--- src/channel_busy_percentage_meter_core_assert.svh ---
// ----------------------------------------------------------------------------
// Channel busy percentage meter assertion macros
// Shared property macros for the checks at the end of the core RTL module.
// ----------------------------------------------------------------------------
`ifndef CHANNEL_BUSY_PERCENTAGE_METER_CORE_ASSERT_SVH
`define CHANNEL_BUSY_PERCENTAGE_METER_CORE_ASSERT_SVH

// The consequent holds in the same cycle as the antecedent.
`define CBPM_ASSERT_SAME(label, clk, rst_n, ante, cons) \
  label: assert property (@(posedge clk) disable iff (!rst_n) (ante) |-> (cons)) \
    else $error("cbpm check failed");

// The consequent holds in the cycle after the antecedent.
`define CBPM_ASSERT_NEXT(label, clk, rst_n, ante, cons) \
  label: assert property (@(posedge clk) disable iff (!rst_n) (ante) |=> (cons)) \
    else $error("cbpm check failed");

`endif

--- src/cbpm_interval_ram.sv ---
// ----------------------------------------------------------------------------
// Interval store
// Single write port, single read port memory holding the start and end time
// of each finished busy interval; read data is registered.
// ----------------------------------------------------------------------------
`default_nettype none
module cbpm_interval_ram #(
  parameter int DEPTH = 64,
  parameter int AW    = 6
) (
  input  wire logic          clk,
  input  wire logic          wr_en,
  input  wire logic [AW-1:0] wr_addr,
  input  wire logic [63:0]   wr_data,
  input  wire logic          rd_en,
  input  wire logic [AW-1:0] rd_addr,
  output logic      [63:0]   rd_data
);

  logic [63:0] mem [DEPTH];

  always_ff @(posedge clk) begin
    if (wr_en) begin
      mem[wr_addr] <= wr_data;
    end
  end

  always_ff @(posedge clk) begin
    if (rd_en) begin
      rd_data <= mem[rd_addr];
    end
  end

endmodule
`default_nettype wire

--- config.mk ---
export PLATFORM = sky130hd
export DESIGN_NAME = cbpm_interval_ram
export DESIGN_NICKNAME = d
export VERILOG_FILES = /design/src/channel_busy_percentage_meter_core_assert.svh /design/src/cbpm_interval_ram.sv
export SDC_FILE = /design/constraint.sdc
export NUM_CORES = 2
export LEC_CHECK = 0
export BUFFER_PORTS_ARGS = -buffer_cell sky130_fd_sc_hd__buf_2
export CORE_AREA = 2 2 727 874
export CTS_BUF_LIST = sky130_fd_sc_hd__clkbuf_8
export CTS_CLUSTER_DIAMETER = 200
export DETAILED_ROUTE_END_ITERATION = 8
export DIE_AREA = 0 0 729 876
export GPL_ROUTABILITY_DRIVEN = 0
export HOLD_SLACK_MARGIN = 0.02
export PLACE_DENSITY = 0.38
export SETUP_SLACK_MARGIN = 0.02
export SLEW_MARGIN = 5
export SYNTH_ARGS = -nofsm -noshare
export SYNTH_HDL_FRONTEND = slang
export SYNTH_SLANG_ARGS = --single-unit
--- constraint.sdc ---
create_clock -name clk -period 8.1 [get_ports clk]
set_input_delay 2.025 -clock clk [delete_from_list [all_inputs] [get_ports clk]]
set_output_delay 2.025 -clock clk [all_outputs]
set_load 0.01 [all_outputs]
# Word level (Yosys, flattened, before mapping)
# Memory sizes are Yosys's and may differ from the RTL's. A register that Yosys moved wholly into a read port is not among the register bits.
# Cells that the tools add are included.
[classes]
multipliers = 0
n_div = 0
shifts = 0
bitwise_logic = 0
n_eq_ne = 0
addsub = 0
n_reduce_logical = 0
order_cmp = 0
muxes = 2
[ops]
columns = ["cell", "n"]
rows = [
  ["$mux W1", 2],
]
[totals]
mem_count = 1
latch_bits = 0
ram_bits = 4096
input_bits = 79
rom_bits = 0
reg_bits = 0
elab_cells = 3
output_inout_bits = 64
[mem_list]
columns = ["memory", "words", "width", "read_ports", "rd_clocked_by_memory_dff", "wr", "line_no", "text"]
rows = [
  ["mem", 64, 64, 1, 1, 1, "cbpm_interval_ram.sv:20", "logic [63:0] mem [DEPTH];"],
]

# Logic depth before layout (Yosys ltp)
[depth]
depth_word = 2
ltp_mapped = 9
depth_no_buf = 5

# Worst setup path after synthesis
# Ideal clock, no wire load.
[synth_path]
kind = "input -> register"
start = "in wr_addr[3]"
end = "mem mem[48][0] (enable)"
t_arrival_ns = 6.897
path_buffers = 1
stages = 4
slack_ns = 0.639
cell_sequence = "clkbuf_1 > nor2b_1 > nand4b_1 > nor3_1"
[synth_lines]
columns = ["element", "line_no", "text"]
rows = [
  ["start, declared", "cbpm_interval_ram.sv:13", "input wire logic [AW-1:0] wr_addr,"],
  ["end, declared", "cbpm_interval_ram.sv:20", ""],
]
# Straight into the memory's write port.

# Worst setup path in the final report
[layout_path]
start = "reg rd_data[15], read port of mem"
end = "out rd_data[15]"
[layout_lines]
columns = ["element", "line_no", "text"]
rows = [
  ["start, declared", "cbpm_interval_ram.sv:17", "output logic [63:0] rd_data"],
]
# No word-level cell between the ends.

==> results.txt <==
The run gives 0.182 mV as the largest vdd supply drop. The number of nets handed over by synthesis was 6,677. The clock drives 4,160 sinks.

The longest clock path from root to sink contains 4 buffers. For the headroom to the max-slew limit, the log shows 17.4%. The routed layout has 75,900 vias. For the final database, setup skew stands at 45.0 ps. After technology mapping, the gate count stands at 6,598.

The run gives 7,081 as the DRC violation total after the first TritonRoute iteration. The tools report the HPWL after detailed placement as 290,000 microns. Dividing the detail-routed wire length by the instance count gives 33.3 microns. Summed over all layers, the global routing overflow is 0. Timing would allow up to 0.226 GHz. The global routing usage summed across all routing layers was 16.5%; the largest fanout on the critical path was 2.

The die width is 729 microns, and the first-pass detailed-route iteration total is 5. Dividing the final minimum period by the clock period gives 54.6%. Hold repair after CTS inserted 0 buffers.

The worst hold path was traced through 4 stages. The final number of hold-violating endpoints is 0, and the worst-case reg-to-reg path depth is 5. The number of violations of the max-capacitance limit is 0. At the later pin of the worst-skew pair, clock insertion delay measures 1260 ps. The initial antenna violation count was 67.

Kind of cell adding the most delay to the critical path: flip-flops. The kind of critical path is register to output pin. The count of buffer and inverter cells on the critical path was 1. In this run the vertical extent of the chip is 876 microns. For the total wirelength of the detailed-routed design, the log shows 539,000 microns.

Yosys synthesis warning count: 0. The kind of capture point of the worst setup path was an output pin. The H-tree generated during clock tree synthesis spans 6 levels.

The number of fillers in the final layout came out at 61,500. The area growth from synthesis to layout is 15.9%. Setup violations remaining at the end of the flow were counted as 0. The region available for standard cell placement spans 631,000 sq um. The maximum number of pins on one net before global-route repair was 88; the net total in the final layout was 7,375. The synthesized design contains 4,160 register bits.

The run gives 639,000 sq um as the die footprint. TritonCTS built the clock tree. The finished layout holds 16,200 standard cells, fillers aside. The min-delay analysis places its worst path in the category register to register.

Post-CTS repair changed the size of 0 cells. Averaged over all synthesized cells, the footprint is 23.8 sq um. Setup repair after global routing left no endpoint under its margin. The synthesized netlist occupies a cell area of 157,000 sq um. The first global-routing pass estimated 723,000 microns of wire. The tools report the final number of max-transition violations as 0. After detailed placement, the design holds a cell count of 15,000. The measured slew at the worst slew-check pin is 1240 ps. In this run the static leakage power is 0.0557 uW. The routed via count divided by cell count is 4.69. The library cell used most frequently in the layout, excluding fill and tap cells, is sky130_fd_sc_hd__edfxtp_1. Critical path startpoint: rd_data[15].

Cell at the root of the clock tree: sky130_fd_sc_hd__clkbuf_8. In the layout the commonest cells are sky130_fd_sc_hd__edfxtp_1 (4,160), sky130_fd_sc_hd__mux4_2 (1,024), sky130_fd_sc_hd__clkbuf_8 (677). The worst setup slack for register-to-register paths is 5680 ps, and the power density over the cells is 235 nW/um^2.

In this run the critical register-to-register path is captured at rd_data[11]. Once detail routing completed, the nets flagged for antenna violations numbered 0. The worst setup path is launched from a register.

The worst register-to-register path begins at mem[60][11]. The clock slew seen by the registers of the worst setup and hold paths came out at 60 ps. The arrival time reported for the critical path endpoint was 2390 ps; the required time at the worst-slack endpoint was 6080 ps. The count of buffers added on input and output ports is 142.

Setup total negative slack on the finished layout was measured at 0 ps. For this run, design rule violations remaining after detail routing come to 0. The post-route minimum period was 4420 ps. Post-CTS timing repair inserted 0 buffers for setup.

The distinct cell type count of the synthesized netlist is 32. The number of primary I/O pins is 143. For this design, the slowest cell found on the critical path is sky130_fd_sc_hd__edfxtp_1.

The TritonCTS buffer count was 659. The run gives 80,300 as the number of global-route vias before repair. The site row count came out at 320. The flow ran to the end, and the final reports show no timing, DRC or antenna violations. The signal on the critical path passes through buf_2. The worst hold path terminates at rd_data[12]. The startpoint identified for the worst hold timing path is mem[54][12]. For this configuration, the core starts out at a cell density of 24.9%.

On the worst path, the slowest cell contributes a delay of 840 ps. Of the synthesized area, sequential elements account for 79.6%. Share of final-layout standard cells stronger than drive strength 1: 29.8%.
-- registers in the layout, indices dropped and copies added, names as in the netlist --
| register | cells |
|---|---|
| mem | 4096 |
| rd_data | 64 |
-- worst max path at each step --
stage,to,cells past startpoint
global placement,rd_data[11],6
floorplan,mem[48][0],4
detailed placement,rd_data[11],6
finish,rd_data[15],1
global route,rd_data[15],1
CTS,rd_data[15],1
-- per-stage QoR --
stage / power [uW] / hold slack (ps) / worst slack, ps / area (sq um) / util (%)
6_report: 42800 / 920 / 3680 / 182000 / 28.8
5_1_grt: 44400 / 977 / 3540 / 182000 / 28.8
4_1_cts: 43500 / 923 / 3360 / 182000 / 28.8
3_5_place_dp: 26700 / 916 / 2410 / 170000 / 27.0
3_3_place_gp: 26600 / 907 / 2430 / 170000 / 27.0
2_1_floorplan: 25500 / 865 / 639 / 157000 / -
-- metal layers --
metal	vias up	routed length, microns	GRT usage, %
met5	-	146	0
met4	22	12200	3.76
met3	702	23800	2.25
met2	2168	280000	29.7
met1	43000	222000	21.1
li1	30100	-	-
-- synth_stat cells --
| cell | n | area (sq um) |
|---|---|---|
| sky130_fd_sc_hd__edfxtp_1 | 4160 | 125000 |
| sky130_fd_sc_hd__mux4_2 | 1024 | 23100 |
| sky130_fd_sc_hd__buf_2 | 170 | 851 |
| sky130_fd_sc_hd__a22oi_1 | 168 | 1260 |
| sky130_fd_sc_hd__clkbuf_1 | 140 | 526 |
| sky130_fd_sc_hd__mux2i_1 | 135 | 1350 |
| sky130_fd_sc_hd__nor2_1 | 112 | 420 |
| sky130_fd_sc_hd__a22o_1 | 88 | 771 |
| sky130_fd_sc_hd__o22ai_1 | 83 | 519 |
| sky130_fd_sc_hd__and3_1 | 64 | 400 |
| sky130_fd_sc_hd__a211oi_1 | 63 | 473 |
| sky130_fd_sc_hd__nand2_1 | 58 | 218 |
| sky130_fd_sc_hd__nand3_1 | 45 | 225 |
| sky130_fd_sc_hd__o221ai_1 | 38 | 333 |
| sky130_fd_sc_hd__buf_4 | 34 | 255 |
| sky130_fd_sc_hd__or3_1 | 29 | 181 |
| sky130_fd_sc_hd__nor2b_1 | 28 | 175 |
| sky130_fd_sc_hd__or2_2 | 28 | 175 |
| sky130_fd_sc_hd__a41oi_1 | 26 | 228 |
| sky130_fd_sc_hd__buf_1 | 20 | 75.1 |
| sky130_fd_sc_hd__a2bb2oi_1 | 19 | 166 |
| sky130_fd_sc_hd__inv_1 | 19 | 71.3 |
| sky130_fd_sc_hd__a31oi_1 | 18 | 113 |
| sky130_fd_sc_hd__nand2b_1 | 11 | 68.8 |
| sky130_fd_sc_hd__buf_6 | 6 | 67.6 |
| sky130_fd_sc_hd__and2_1 | 3 | 18.8 |
| sky130_fd_sc_hd__nand3b_1 | 2 | 15.0 |
| sky130_fd_sc_hd__nand4_1 | 2 | 12.5 |
| sky130_fd_sc_hd__nor3_1 | 2 | 10.0 |
| sky130_fd_sc_hd__a31o_1 | 1 | 8.76 |
| sky130_fd_sc_hd__nand4b_1 | 1 | 8.76 |
| sky130_fd_sc_hd__or3b_2 | 1 | 8.76 |
-- logic make-up after synthesis --
group	after synthesis	synth area share (%)
AO/OA/AOI/OAI	504	2.47
buffers and inverters	389	1.18
flip-flops	4160	79.6
multiplexers	1159	15.6
AND/OR/NAND/NOR	386	1.23
-- worst register-to-register path, stage by stage, from the launching register on --
cell	delay (ps)
sky130_fd_sc_hd__edfxtp_1	370
sky130_fd_sc_hd__mux4_2	480
sky130_fd_sc_hd__mux2i_1	210
sky130_fd_sc_hd__o22ai_1	150
sky130_fd_sc_hd__a41oi_1	730
sky130_fd_sc_hd__a211oi_1	170
-- where the power goes --
group	internal [uW]	leakage (uW)	switching, uW
Combinational	748	0.0114	1400
Clock	8200	0.00680	8500
Sequential	23900	0.0375	99.0
-- final cells by class --
cell class              instances  area (sq um)  share of cell area, %
diodes                         16          40.0                 0.0220
clock buffers                 677          9320                   5.12
clock inverters               479          2480                   1.36
inverters                      19          71.3                 0.0392
multi-input cells            2049         30800                   16.9
flip-flops and latches       4160        125000                   68.7
well taps                    8372         10500                   5.76
repair buffers                407          3830                   2.11
(Power assumes the default switching activity.)
